--- src/hdl/tapt_pkg.sv ---
// ----------------------------------------------------------------------------
// tapt_pkg
// Shared widths, constants and types of the actuator position tracker.
// ----------------------------------------------------------------------------
`default_nettype none

package tapt_pkg;

    localparam int CMD_W  = 3;
    localparam int TIME_W = 32;
    localparam int POS_W  = 14;
    localparam int FT_W   = 20;

    localparam int POS_FULL   = 10000;
    localparam int MAX_RUN_MS = 120 * 1000;
    localparam int FT_RESET   = 60000;
    localparam int RATE       = POS_FULL + POS_FULL / 10;
    localparam int RATE_W     = 14;

    // Elapsed time times rate; the product never exceeds this 46-bit width.
    localparam int DIV_W         = TIME_W + RATE_W;
    localparam int BITS_PER_STEP = 2;
    localparam int DIV_STEPS     = DIV_W / BITS_PER_STEP;
    localparam int CNT_W         = $clog2(DIV_STEPS + 1);

    localparam int QDEPTH = 2;
    localparam int QPTR_W = 1;
    localparam int QCNT_W = 2;

    localparam logic [CMD_W-1:0] CMD_TICK         = 3'd0;
    localparam logic [CMD_W-1:0] CMD_START_OPEN   = 3'd1;
    localparam logic [CMD_W-1:0] CMD_START_CLOSE  = 3'd2;
    localparam logic [CMD_W-1:0] CMD_CANCEL_OPEN  = 3'd3;
    localparam logic [CMD_W-1:0] CMD_CANCEL_CLOSE = 3'd4;

    typedef enum logic [2:0] {
        OP_TICK         = 3'd0,
        OP_START_OPEN   = 3'd1,
        OP_START_CLOSE  = 3'd2,
        OP_CANCEL_OPEN  = 3'd3,
        OP_CANCEL_CLOSE = 3'd4,
        OP_NOP          = 3'd5
    } t_op;

    typedef struct packed {
        t_op               op;
        logic [TIME_W-1:0] now_ms;
        logic [TIME_W-1:0] run_ms;
    } t_item;

    typedef struct packed {
        logic  valid;
        t_item item;
    } t_queue_out;

    typedef struct packed {
        logic             start;
        logic [DIV_W-1:0] dividend;
        logic [FT_W-1:0]  divisor;
    } t_div_req;

    typedef struct packed {
        logic             done;
        logic [DIV_W-1:0] quotient;
    } t_div_rsp;

endpackage

`default_nettype wire

--- src/hdl/timed_actuator_position_tracker_core.sv ---
// ----------------------------------------------------------------------------
// timed_actuator_position_tracker_core
// Path: a tick with a drive running goes through execute, multiply, divider
// start, the 23-step divider, position and done; a tick with both drives off
// skips to position; other items go to done. The back end holds one at a time.
// Reset: synchronous, active low; drives off, position and times zero,
// full travel 60000 ms, input queue and result slot empty.
// ----------------------------------------------------------------------------
`default_nettype none

// The front end takes items whenever its two-entry queue has room, so the
// source can run ahead of the back end by two items. The back end reads one
// item at a time, updates the drive state and places the result in a single
// output slot. The next item starts while that result still waits to be
// popped; it only stalls at its very end if the slot is still occupied.
//
// A tick with either drive running multiplies the elapsed time by 11000 and
// divides the product by the full-travel time in a single iterative divider;
// the quotient is the distance travelled, clamped to the range of position.
// Stop times are then compared against the new time stamp.
module timed_actuator_position_tracker_core
    import tapt_pkg::*;
(
    input  wire logic              i_clk,
    input  wire logic              i_rst_n,
    // Input item channel
    input  wire logic              push,
    output logic                   full,
    input  wire logic [CMD_W-1:0]  i_command,
    input  wire logic [TIME_W-1:0] i_now_ms,
    input  wire logic [TIME_W-1:0] i_run_ms,
    // Result item channel
    output logic                   empty,
    input  wire logic              pop,
    output logic                   o_open_drive,
    output logic                   o_close_drive,
    output logic [POS_W-1:0]       o_position,
    // Full-travel register write
    input  wire logic              i_cfg_we,
    input  wire logic [FT_W-1:0]   i_cfg_wdata
);

    t_queue_out queue;
    logic       take;

    // Decode and buffer incoming items.
    tapt_front u_front (
        .i_clk     (i_clk),
        .i_rst_n   (i_rst_n),
        .push      (push),
        .full      (full),
        .i_command (i_command),
        .i_now_ms  (i_now_ms),
        .i_run_ms  (i_run_ms),
        .o_queue   (queue),
        .i_take    (take)
    );

    // Execute commands, track position and present results.
    tapt_back u_back (
        .i_clk         (i_clk),
        .i_rst_n       (i_rst_n),
        .i_cfg_we      (i_cfg_we),
        .i_cfg_wdata   (i_cfg_wdata),
        .i_queue       (queue),
        .o_take        (take),
        .empty         (empty),
        .pop           (pop),
        .o_open_drive  (o_open_drive),
        .o_close_drive (o_close_drive),
        .o_position    (o_position)
    );

endmodule

`default_nettype wire

--- src/hdl/tapt_front.sv ---
// ----------------------------------------------------------------------------
// tapt_front
// Accepts input items, decodes the command and holds them in a short queue.
// ----------------------------------------------------------------------------
`default_nettype none

module tapt_front
    import tapt_pkg::*;
(
    input  wire logic              i_clk,
    input  wire logic              i_rst_n,
    input  wire logic              push,
    output logic                   full,
    input  wire logic [CMD_W-1:0]  i_command,
    input  wire logic [TIME_W-1:0] i_now_ms,
    input  wire logic [TIME_W-1:0] i_run_ms,
    output t_queue_out             o_queue,
    input  wire logic              i_take
);

    t_item             r_entry [QDEPTH];
    logic [QPTR_W-1:0] r_wptr;
    logic [QPTR_W-1:0] r_rptr;
    logic [QCNT_W-1:0] r_count;
    t_op               op_dec;
    logic              do_push;
    logic              do_take;

    always_comb begin
        unique case (i_command)
            CMD_TICK:         op_dec = OP_TICK;
            CMD_START_OPEN:   op_dec = OP_START_OPEN;
            CMD_START_CLOSE:  op_dec = OP_START_CLOSE;
            CMD_CANCEL_OPEN:  op_dec = OP_CANCEL_OPEN;
            CMD_CANCEL_CLOSE: op_dec = OP_CANCEL_CLOSE;
            default:          op_dec = OP_NOP;
        endcase
    end

    assign full    = (r_count == QCNT_W'(QDEPTH));
    assign do_push = push && !full;
    assign do_take = i_take && (r_count != '0);

    assign o_queue.valid = (r_count != '0);
    assign o_queue.item  = r_entry[r_rptr];

    always_ff @(posedge i_clk) begin
        if (do_push) begin
            r_entry[r_wptr] <= '{op: op_dec, now_ms: i_now_ms, run_ms: i_run_ms};
        end
    end

    always_ff @(posedge i_clk) begin
        if (!i_rst_n) begin
            r_wptr  <= '0;
            r_rptr  <= '0;
            r_count <= '0;
        end else begin
            if (do_push) begin
                r_wptr <= r_wptr + 1'b1;
            end
            if (do_take) begin
                r_rptr <= r_rptr + 1'b1;
            end
            case ({do_push, do_take})
                2'b10:   r_count <= r_count + 1'b1;
                2'b01:   r_count <= r_count - 1'b1;
                default: r_count <= r_count;
            endcase
        end
    end

endmodule

`default_nettype wire

--- src/hdl/tapt_div.sv ---
// ----------------------------------------------------------------------------
// tapt_div
// Restoring divider, two quotient bits per cycle; a zero divisor gives all ones.
// ----------------------------------------------------------------------------
`default_nettype none

module tapt_div
    import tapt_pkg::*;
(
    input  wire logic     i_clk,
    input  wire logic     i_rst_n,
    input  wire t_div_req i_req,
    output t_div_rsp      o_rsp
);

    logic             r_busy;
    logic             r_done;
    logic [CNT_W-1:0] r_cnt;
    logic [DIV_W-1:0] r_work;
    logic [FT_W:0]    r_rem;
    logic [FT_W-1:0]  r_div;
    logic [DIV_W-1:0] n_work;
    logic [FT_W:0]    n_rem;

    always_comb begin
        logic [FT_W:0]    rem;
        logic [DIV_W-1:0] work;
        logic [FT_W:0]    trial;
        rem  = r_rem;
        work = r_work;
        for (int b = 0; b < BITS_PER_STEP; b++) begin
            trial = {rem[FT_W-1:0], work[DIV_W-1]};
            work  = {work[DIV_W-2:0], 1'b0};
            if (trial >= {1'b0, r_div}) begin
                rem     = trial - {1'b0, r_div};
                work[0] = 1'b1;
            end else begin
                rem = trial;
            end
        end
        n_work = work;
        n_rem  = rem;
    end

    always_ff @(posedge i_clk) begin
        if (i_req.start) begin
            r_work <= i_req.dividend;
            r_rem  <= '0;
            r_div  <= i_req.divisor;
        end else if (r_busy) begin
            r_work <= n_work;
            r_rem  <= n_rem;
        end
    end

    always_ff @(posedge i_clk) begin
        if (!i_rst_n) begin
            r_busy <= 1'b0;
            r_done <= 1'b0;
            r_cnt  <= '0;
        end else begin
            r_done <= 1'b0;
            if (i_req.start) begin
                r_busy <= 1'b1;
                r_cnt  <= CNT_W'(DIV_STEPS);
            end else if (r_busy) begin
                r_cnt <= r_cnt - 1'b1;
                if (r_cnt == CNT_W'(1)) begin
                    r_busy <= 1'b0;
                    r_done <= 1'b1;
                end
            end
        end
    end

    assign o_rsp.done     = r_done;
    assign o_rsp.quotient = r_work;

endmodule

`default_nettype wire

--- src/hdl/tapt_back.sv ---
// ----------------------------------------------------------------------------
// tapt_back
// Carries out queued commands on the drive state and holds the result item.
// ----------------------------------------------------------------------------
`default_nettype none

module tapt_back
    import tapt_pkg::*;
(
    input  wire logic             i_clk,
    input  wire logic             i_rst_n,
    input  wire logic             i_cfg_we,
    input  wire logic [FT_W-1:0]  i_cfg_wdata,
    input  wire t_queue_out       i_queue,
    output logic                  o_take,
    output logic                  empty,
    input  wire logic             pop,
    output logic                  o_open_drive,
    output logic                  o_close_drive,
    output logic [POS_W-1:0]      o_position
);

    typedef enum logic [6:0] {
        S_IDLE   = 7'b0000001,
        S_EXEC   = 7'b0000010,
        S_MUL    = 7'b0000100,
        S_DSTART = 7'b0001000,
        S_DWAIT  = 7'b0010000,
        S_POS    = 7'b0100000,
        S_DONE   = 7'b1000000
    } t_state;

    localparam logic [RATE_W-1:0] RATE_C    = RATE_W'(RATE);
    localparam logic [DIV_W-1:0]  FULL_Q    = DIV_W'(POS_FULL);
    localparam logic [POS_W:0]    FULL_SUM  = (POS_W + 1)'(POS_FULL);
    localparam logic [TIME_W-1:0] MAX_RUN_C = TIME_W'(MAX_RUN_MS);

    t_state            r_state;
    t_state            n_state;
    t_item             r_item;
    logic [FT_W-1:0]   r_ft;
    logic [TIME_W-1:0] r_time_now;
    logic              r_open_act;
    logic              r_close_act;
    logic [TIME_W-1:0] r_open_stop;
    logic [TIME_W-1:0] r_close_stop;
    logic [POS_W-1:0]  r_start_pos;
    logic [TIME_W-1:0] r_start_time;
    logic [POS_W-1:0]  r_cur_pos;
    logic              r_move;
    logic [TIME_W-1:0] r_elapsed;
    logic [DIV_W-1:0]  r_prod;
    logic              r_out_valid;
    logic              out_free;
    logic [TIME_W-1:0] run_len;
    logic [TIME_W-1:0] ft_ext;
    logic [POS_W-1:0]  new_pos;
    logic [POS_W:0]    open_sum;
    t_div_req          div_req;
    t_div_rsp          div_rsp;

    tapt_div u_div (
        .i_clk   (i_clk),
        .i_rst_n (i_rst_n),
        .i_req   (div_req),
        .o_rsp   (div_rsp)
    );

    assign div_req.start    = (r_state == S_DSTART);
    assign div_req.dividend = r_prod;
    assign div_req.divisor  = r_ft;

    assign out_free = !r_out_valid || pop;
    assign o_take   = (r_state == S_IDLE) && i_queue.valid;
    assign empty    = !r_out_valid;
    assign ft_ext   = TIME_W'(r_ft);

    // Run length: zero asks for full travel; limited to full travel and the cap.
    always_comb begin
        logic [TIME_W-1:0] d;
        d = (r_item.run_ms == '0) ? ft_ext : r_item.run_ms;
        if (d > ft_ext) begin
            d = ft_ext;
        end
        if (d > MAX_RUN_C) begin
            d = MAX_RUN_C;
        end
        run_len = d;
    end

    // Dead-reckoned position from the quotient of the divider.
    always_comb begin
        open_sum = {1'b0, r_start_pos} + {1'b0, div_rsp.quotient[POS_W-1:0]};
        new_pos  = r_cur_pos;
        if (r_open_act) begin
            if (div_rsp.quotient >= FULL_Q || open_sum > FULL_SUM) begin
                new_pos = POS_W'(POS_FULL);
            end else begin
                new_pos = open_sum[POS_W-1:0];
            end
        end else if (r_close_act) begin
            if (div_rsp.quotient >= DIV_W'(r_start_pos)) begin
                new_pos = '0;
            end else begin
                new_pos = r_start_pos - div_rsp.quotient[POS_W-1:0];
            end
        end
    end

    always_comb begin
        n_state = r_state;
        unique case (r_state)
            S_IDLE: begin
                if (i_queue.valid) begin
                    n_state = S_EXEC;
                end
            end
            S_EXEC: begin
                if (r_item.op == OP_TICK) begin
                    n_state = (r_open_act || r_close_act) ? S_MUL : S_POS;
                end else begin
                    n_state = S_DONE;
                end
            end
            S_MUL:    n_state = S_DSTART;
            S_DSTART: n_state = S_DWAIT;
            S_DWAIT: begin
                if (div_rsp.done) begin
                    n_state = S_POS;
                end
            end
            S_POS: n_state = S_DONE;
            S_DONE: begin
                if (out_free) begin
                    n_state = S_IDLE;
                end
            end
            default: n_state = S_IDLE;
        endcase
    end

    always_ff @(posedge i_clk) begin
        if (o_take) begin
            r_item <= i_queue.item;
        end
        if (r_state == S_EXEC) begin
            r_elapsed <= r_item.now_ms - r_start_time;
        end
        if (r_state == S_MUL) begin
            r_prod <= DIV_W'(r_elapsed) * DIV_W'(RATE_C);
        end
        if (r_state == S_DONE && out_free) begin
            o_open_drive  <= r_open_act;
            o_close_drive <= r_close_act;
            o_position    <= r_cur_pos;
        end
    end

    always_ff @(posedge i_clk) begin
        if (!i_rst_n) begin
            r_state      <= S_IDLE;
            r_ft         <= FT_W'(FT_RESET);
            r_time_now   <= '0;
            r_open_act   <= 1'b0;
            r_close_act  <= 1'b0;
            r_open_stop  <= '0;
            r_close_stop <= '0;
            r_start_pos  <= '0;
            r_start_time <= '0;
            r_cur_pos    <= '0;
            r_move       <= 1'b0;
            r_out_valid  <= 1'b0;
        end else begin
            r_state <= n_state;
            if (i_cfg_we) begin
                r_ft <= i_cfg_wdata;
            end
            if (r_state == S_EXEC) begin
                case (r_item.op)
                    OP_TICK: begin
                        r_time_now <= r_item.now_ms;
                        r_move     <= r_open_act || r_close_act;
                    end
                    OP_START_OPEN: begin
                        r_open_stop  <= r_time_now + run_len;
                        r_open_act   <= 1'b1;
                        r_start_pos  <= r_cur_pos;
                        r_start_time <= r_time_now;
                        r_close_act  <= 1'b0;
                        r_close_stop <= '0;
                    end
                    OP_START_CLOSE: begin
                        r_close_stop <= r_time_now + run_len;
                        r_close_act  <= 1'b1;
                        r_start_pos  <= r_cur_pos;
                        r_start_time <= r_time_now;
                        r_open_act   <= 1'b0;
                        r_open_stop  <= '0;
                    end
                    OP_CANCEL_OPEN: begin
                        r_open_act  <= 1'b0;
                        r_open_stop <= '0;
                    end
                    OP_CANCEL_CLOSE: begin
                        r_close_act  <= 1'b0;
                        r_close_stop <= '0;
                    end
                    default: begin
                    end
                endcase
            end
            if (r_state == S_POS) begin
                if (r_move) begin
                    r_cur_pos <= new_pos;
                end
                if (r_time_now >= r_open_stop) begin
                    r_open_act  <= 1'b0;
                    r_open_stop <= '0;
                end
                if (r_time_now >= r_close_stop) begin
                    r_close_act  <= 1'b0;
                    r_close_stop <= '0;
                end
            end
            if (r_state == S_DONE && out_free) begin
                r_out_valid <= 1'b1;
            end else if (pop) begin
                r_out_valid <= 1'b0;
            end
        end
    end

endmodule

`default_nettype wire

--- config.mk ---
export PLATFORM = sky130hd
export DESIGN_NAME = timed_actuator_position_tracker_core
export DESIGN_NICKNAME = d
export VERILOG_FILES = /design/src/hdl/tapt_pkg.sv /design/src/hdl/timed_actuator_position_tracker_core.sv /design/src/hdl/tapt_front.sv /design/src/hdl/tapt_div.sv /design/src/hdl/tapt_back.sv
export SDC_FILE = /design/constraint.sdc
export NUM_CORES = 2
export LEC_CHECK = 0
export ABC_CLOCK_PERIOD_IN_PS = 9200
export BUFFER_PORTS_ARGS = -buffer_cell sky130_fd_sc_hd__buf_2
export CAP_MARGIN = 20
export CORE_MARGIN = 1
export CORE_UTILIZATION = 40
export CTS_BUF_LIST = sky130_fd_sc_hd__clkbuf_16
export DETAILED_ROUTE_END_ITERATION = 10
export HOLD_SLACK_MARGIN = 0.06
export PLACE_DENSITY = 0.65
export SYNTH_ARGS = -nofsm -noshare
export SYNTH_HDL_FRONTEND = slang
export SYNTH_SLANG_ARGS = --single-unit
--- constraint.sdc ---
create_clock -name i_clk -period 9.2 [get_ports i_clk]
set_clock_uncertainty 0.15 [all_clocks]
set_input_delay 1.38 -clock i_clk [delete_from_list [all_inputs] [get_ports i_clk]]
set_output_delay 1.38 -clock i_clk [all_outputs]
set_load 0.01 [all_outputs]
# ---- Yosys cells after proc, flatten, opt, wreduce, memory -nomap -nowiden
# Memories as Yosys holds them, arrays and structs flattened. A register that Yosys moved wholly into a read port is not among the register bits.
# Index checks and enable logic that the tools add are counted.
dict set report word_totals {
  output_inout_bits 18
  word_cells 147
  regBits 375
  ram_bits 134
  memories 1
  input_bits 92
}
# name words width rd rd_ports_with_merged_regs wr line_no
set mem_list {}
lappend mem_list {u_front.r_entry 2 67 1 1 1 tapt_front.sv:21} ;# t_item r_entry [QDEPTH];
dict set report op_classes {
  magnitude_cmp 9
  n_addsub 11
  n_eq_ne 22
  n_mux 47
  n_bitwise 2
  multipliers 1
  reduce_logical 26
}
# cell n
set ops {}
lappend ops {{2-to-1 mux 32 bit} 9}
lappend ops {{case mux 32 bit (2 select lines)} 2}
lappend ops {{2-to-1 mux 46 bit} 2}
lappend ops {{>= comparator 32 bit} 2}
lappend ops {{2-to-1 mux 14 bit} 4}
lappend ops {{case mux 7 bit (7 select lines)} 1}
lappend ops {{>= comparator 46 x 14 -> 1 bit} 1}
lappend ops {{>= comparator 46 x 14 -> 1 bit, second input constant} 1}
lappend ops {{multiplier 32 x 11 -> 43 bit, second input constant} 1}
lappend ops {{>= comparator 21 x 20 -> 1 bit} 2}
lappend ops {{2-to-1 mux 20 bit} 2}
lappend ops {{subtractor 20 bit} 2}
lappend ops {{adder 32 bit} 1}
lappend ops {{> comparator 32 x 17 -> 1 bit, second input constant} 1}
lappend ops {{> comparator 32 x 20 -> 1 bit} 1}
lappend ops {{logical NOT 32 bit} 1}
lappend ops {{subtractor 32 bit} 1}
lappend ops {{2-to-1 mux 7 bit} 4}
lappend ops {{2-to-1 mux 1 bit} 16}
lappend ops {{adder 14 x 14 -> 15 bit} 1}
lappend ops {{> comparator 15 x 14 -> 1 bit, second input constant} 1}
lappend ops {{case mux 3 bit (5 select lines)} 1}
lappend ops {{subtractor 14 bit} 1}
lappend ops {{== test 3 x 2 -> 1 bit, second input constant} 4}
lappend ops {{32 further kinds} 56}

# ---- Longest topological paths before layout
dict set report logic_depth {
  ltp_word 11
  mapped_depth 31
  ltp_nobuf 28
}

# ---- By module
# A second synthesis with hierarchy kept.
dict set report unflattened {
  cells_unflattened 3483
  hier_area_um2 37196.9
}
# module n_inst cells_per_inst seq_area_each_um2 area_per_inst_um2
set modules_own_cells {}
lappend modules_own_cells {tapt_back 1 2700 8488.1 26227.7}
lappend modules_own_cells {tapt_div 1 546 2522.4 5891.9}
lappend modules_own_cells {tapt_front 1 237 4124.0 5077.4}

# ---- Worst setup path before layout
# Ideal clock, no wire load.
dict set report synth_timing {
  kind {reg2reg}
  startpoint {register, netlist name u_back.r_item[7]}
  endpoint {register u_back.r_close_stop[30]}
  setup_ns 0.128
  required_time_ns 8.922
  path_buffers 3
  period_less_slack_ns 6.775
  t_arrival_ns 6.497
  path_slack_ns 2.425
  path_stages_with_launch 29
  path_cell_list {edfxtp_1 > nor4_1 > nand2_1 > nor4_4 > clkbuf_1 > buf_1 > a21o_1 > ha_1 > a21o_1 > a21o_1 > a211oi_2 > nor2_1 > or3_1 > o22ai_1 > o21ai_1 > a211oi_4 > buf_6 > nor2_1 > ha_1 > a21o_1 > a21o_1 > a21o_1 > a221o_1 > a31oi_1 > o21a_1 > o21a_1 > mux2_1 > a32oi_1 > nor2_1}
}
dict set report synth_between {
  elab_chain_cells 11
}
# item line_no
set synth_rtl {}
lappend synth_rtl {{logical NOT 32 bit} tapt_back.sv:81} ;# d = (r_item.run_ms == '0) ? ft_ext : r_item.run_ms;
lappend synth_rtl {{2-to-1 mux 32 bit (*)} tapt_back.sv:81}
lappend synth_rtl {{> comparator 32 x 20 -> 1 bit} tapt_back.sv:82} ;# if (d > ft_ext) begin
lappend synth_rtl {{2-to-1 mux 32 bit (*)} tapt_back.sv:82}
lappend synth_rtl {{> comparator 32 x 17 -> 1 bit} tapt_back.sv:85} ;# if (d > MAX_RUN_C) begin
lappend synth_rtl {{2-to-1 mux 32 bit (*)} tapt_back.sv:85}
lappend synth_rtl {{adder 32 bit (*)} tapt_back.sv:193} ;# r_close_stop <= r_time_now + run_len;
lappend synth_rtl {{case mux 32 bit (2 select lines) (*)} tapt_back.sv:179} ;# case (r_item.op)
lappend synth_rtl {{2-to-1 mux 32 bit (*)} tapt_back.sv:178} ;# if (r_state == S_EXEC) begin
lappend synth_rtl {{2-to-1 mux 32 bit} tapt_back.sv:220} ;# if (r_time_now >= r_close_stop) begin
lappend synth_rtl {{2-to-1 mux 32 bit (*)} tapt_back.sv:212} ;# if (r_state == S_POS) begin
lappend synth_rtl {{end signal, assigned} tapt_back.sv:193}
lappend synth_rtl {{end, declared} tapt_back.sv:46} ;# logic [TIME_W-1:0] r_close_stop;
# Every way passes the cells marked *; elsewhere a longest branch is shown, timed or not.
# A chain may end at the register's enable or synchronous reset.

# ---- Worst setup path after layout
dict set report layout_timing {
  startpoint {register, netlist name u_back.r_item[26]}
  endpoint {register u_back.r_close_stop[30]}
}
dict set report layout_between {
  elab_chain_cells 11
}
# item line_no
set layout_rtl {}
lappend layout_rtl {{logical NOT 32 bit} tapt_back.sv:81}
lappend layout_rtl {{2-to-1 mux 32 bit (*)} tapt_back.sv:81}
lappend layout_rtl {{> comparator 32 x 20 -> 1 bit} tapt_back.sv:82}
lappend layout_rtl {{2-to-1 mux 32 bit (*)} tapt_back.sv:82}
lappend layout_rtl {{> comparator 32 x 17 -> 1 bit} tapt_back.sv:85}
lappend layout_rtl {{2-to-1 mux 32 bit (*)} tapt_back.sv:85}
lappend layout_rtl {{adder 32 bit (*)} tapt_back.sv:193}
lappend layout_rtl {{case mux 32 bit (2 select lines) (*)} tapt_back.sv:179}
lappend layout_rtl {{2-to-1 mux 32 bit (*)} tapt_back.sv:178}
lappend layout_rtl {{2-to-1 mux 32 bit} tapt_back.sv:220}
lappend layout_rtl {{2-to-1 mux 32 bit (*)} tapt_back.sv:212}
# Marks and branches as above.

==> results.tsv <==
metric	value	unit
outcome	finished, final reports clean	
Core Area	91900	sq um
Final ANT Viol Nets	0	
worst r2r dst	u_back.r_close_stop[30]	
power density over the cells	328	nW/um^2
Seq/Total Area, Yosys	40.6	%
cell family with most CP delay	compound AO/OA/AOI/OAI gates	
Clock Root Buffer	clkbuf_16	
Iter 0 DRT Violations	1637	
Crit Path Max Fanout	22	
Cells after Synth	3631	
Max-slew headroom	24.0	%
Tcrit/Tclk final	88.3	%
die area	94400	sq um
Yosys warning total	0	
final hold vios	0	
Pre-Repair DR Iteration Count	5	
fill count	8731	
Startpoint Class	flop	
Clock transition at path regs	0.06	ns
setup bufs post-CTS	0	
H-tree levels	3	
Post-CTS Hold Buffers	0	
worst slew pin tran	1.14	ns
Via Count	26100	
Max Fclk	123	MHz
Synth async-reset ratio	0	%
predominant post-synthesis flop cell	edfxtp_1	
post-layout min period	8.13	ns
clock network latency to the later pin of the worst-skew pair	0.63	ns
Required @ worst endpoint	9.58	ns
CTS tree	built	
IO Pins	110	
number of global-route vias before repair	25800	
WL final	84000	microns
Setup TNS Final	0	ns
HP Start	u_back.r_start_time[28]	
Die W	307	microns
crit-path max cell delay	0.64	ns
total grt overflow	0	
Synth area leaders	edfxtp_1, ha_1, dfxtp_1, fa_1, inv_1	
global-route wire length before repair	135000	microns
Mapped Avg Cell Area	10.3	sq um
Crit Path Category	reg -> reg	
Setup violations, final	0	
max-slew violations	0	
GRT Total Usage	17.8	%
row cnt	111	
Max Cap Viol	0	
Mapped Area	37300	sq um
Slowest-stage cell, CP	a31oi_1	
DR DRC count	0	
commonest cells in the netlist	inv_1, nand2_1, ha_1, edfxtp_1, a21oi_1	
Max VDD drop	0.363	mV
Register-to-Register Path Depth	28	
Hold Crit Class	reg -> reg	
CTS Buffer Depth	3	
Hold Path Depth	2	
most instantiated library cell after synthesis	inv_1	
initial antenna violation count	0	
EDFF count, synth	358	
Worst path most repeated cell	o21a_1	
worst r2r src	u_back.r_item[26]	
nets@finish	4381	
port buffer count	109	
Synth Register Bits	576	
worst reg-to-reg setup slack	1.07	ns
Yosys cell types	89	
CTS resizes	0	
dpl hpwl	63300	microns
pin count of the biggest net entering global routing	70	
TritonCTS Buffers	66	
initial core utilization	40.5	%
area delta synth->final	11.1	%
area share of the largest cell type after synthesis	28.8	%
Final Power	0.0136	W
Avg WL per Cell	16.7	microns
Die Height	307	microns
Leak	17.0	nW
DR vias/cell	5.19	
unrepaired setup endpoints after global routing	no	
share of layout cells above drive strength 1	9.55	%
Placer Congestion	0.877	
Clock Sink Count	576	
critical path data arrival time	8.50	ns
Crit. End Element	flop	
largest area contributor in the netlist	edfxtp_1	
Buffers & Inverters on Critical Path	2	
Hold Path Sink	u_back.r_start_time[28]	
## how the worst max path moves through the flow
stage	from	endpoint	slack [ns]	cells after the start
floorplan	u_back.r_item[7]	u_back.r_close_stop[30]	2.43	28
global route	u_back.r_item[22]	u_back.r_close_stop[30]	0.40	28
finish	u_back.r_item[26]	u_back.r_close_stop[30]	1.07	28
detailed placement	u_back.r_item[26]	u_back.r_close_stop[30]	1.16	28
global placement	u_back.r_item[26]	u_back.r_close_stop[30]	1.28	25
CTS	u_back.r_item[21]	u_back.r_close_stop[30]	1.10	28
## cell type report
cell class	instances	area, sq um	area share [%]
clock inverters	51	383	0.924
inverters	408	1530	3.70
clock buffers	70	1750	4.23
diodes	1	2.50	0.00604
repair buffers	133	738	1.78
flip-flops and latches	576	15100	36.5
well taps	1243	1560	3.76
multi-input cells	2554	20300	49.1
## power by group
group / total [W] / switching, W / internal (W)
clock network: 0.00256 / 0.00111 / 0.00146
logic: 0.00726 / 0.00405 / 0.00321
registers: 0.00374 / 0.000238 / 0.00351
total: 0.0136 / 0.00539 / 0.00818
## sequential cells by signal, indices dropped and copies added, names as in the netlist, 20 cells and up
name,count
u_back.u_div.r_div,20
u_back.r_item,67
u_back.r_open_stop,32
u_front.r_entry,134
u_back.r_elapsed,32
u_back.r_start_time,32
u_back.r_prod,43
u_back.r_close_stop,32
u_back.u_div.r_work,46
u_back.r_ft,20
u_back.u_div.r_rem,20
u_back.r_time_now,32
## logic make-up after synthesis
| group | synth area share [%] |
|---|---|
| compound gates | 14.3 |
| xor+xnor | 3.24 |
| fa+ha+maj | 22.1 |
| buf+inv | 5.26 |
| flops | 40.6 |
| mux | 3.26 |
| other cells | 0.0101 |
| simple gates | 11.3 |
## tightest hold or removal path: cells and delay by family (launching register included)
| kind | cells | cell delay [ns] |
|---|---|---|
| AND/OR/NAND/NOR | 1 | 0.05 |
| flip-flops | 1 | 0.31 |
| AO/OA/AOI/OAI | 1 | 0.05 |
## placed cells by master (no fill, tap or decap), types with 11 or more instances in the layout
| cell type | instances |
|---|---|
| buf_4 | 23 |
| and4_1 | 11 |
| o211ai_1 | 17 |
| a21oi_1 | 280 |
| a211oi_1 | 19 |
| xnor2_1 | 109 |
| nand2_1 | 372 |
| buf_2 | 109 |
| edfxtp_1 | 358 |
| nand2b_1 | 35 |
| or3_1 | 17 |
| nor3_1 | 40 |
| o21bai_1 | 16 |
| o21a_1 | 40 |
| mux2i_1 | 36 |
| fa_1 | 181 |
| clkbuf_16 | 70 |
| a21o_1 | 107 |
| or2_2 | 13 |
| o21ai_0 | 121 |
| a31oi_1 | 19 |
| nand4_1 | 26 |
| a22oi_1 | 63 |
| o31ai_1 | 13 |
| conb_1 | 14 |
| clkinv_1 | 14 |
| nor4_1 | 24 |
| o21ai_1 | 12 |
| nor2_1 | 241 |
| dfxtp_1 | 217 |
| xor2_1 | 29 |
| and2_1 | 11 |
| inv_1 | 414 |
| mux2_2 | 75 |
| ha_1 | 369 |
| nor2b_1 | 24 |
| and3_1 | 15 |
| nand3_1 | 42 |
## per-layer routing
metal / track usage [%] / up-vias / share of wire, % / routed length (microns)
li1: - / 13000 / - / -
met1: 24.9 / 12600 / 48 / 40200
met2: 29.0 / 483 / 46 / 38500
met3: 2.20 / 114 / 4.0 / 3360
met4: 4.88 / 0 / 2.2 / 1880
met5: 0 / - / 0 / 0
## per-stage QoR
stage	setup slack (ns)	instances	area [sq um]	util, %	hold WS, ns
after floorplan	2.43	3644	37300	-	0.272
after global placement	1.28	4913	39300	42.7	0.289
after detailed placement	1.16	4913	39300	42.7	0.294
after CTS	1.10	5034	41400	45.0	0.303
after global routing	0.395	5035	41400	45.0	0.323
final	1.07	5036	41400	45.0	0.300
Power figures use the tool's default switching activity.
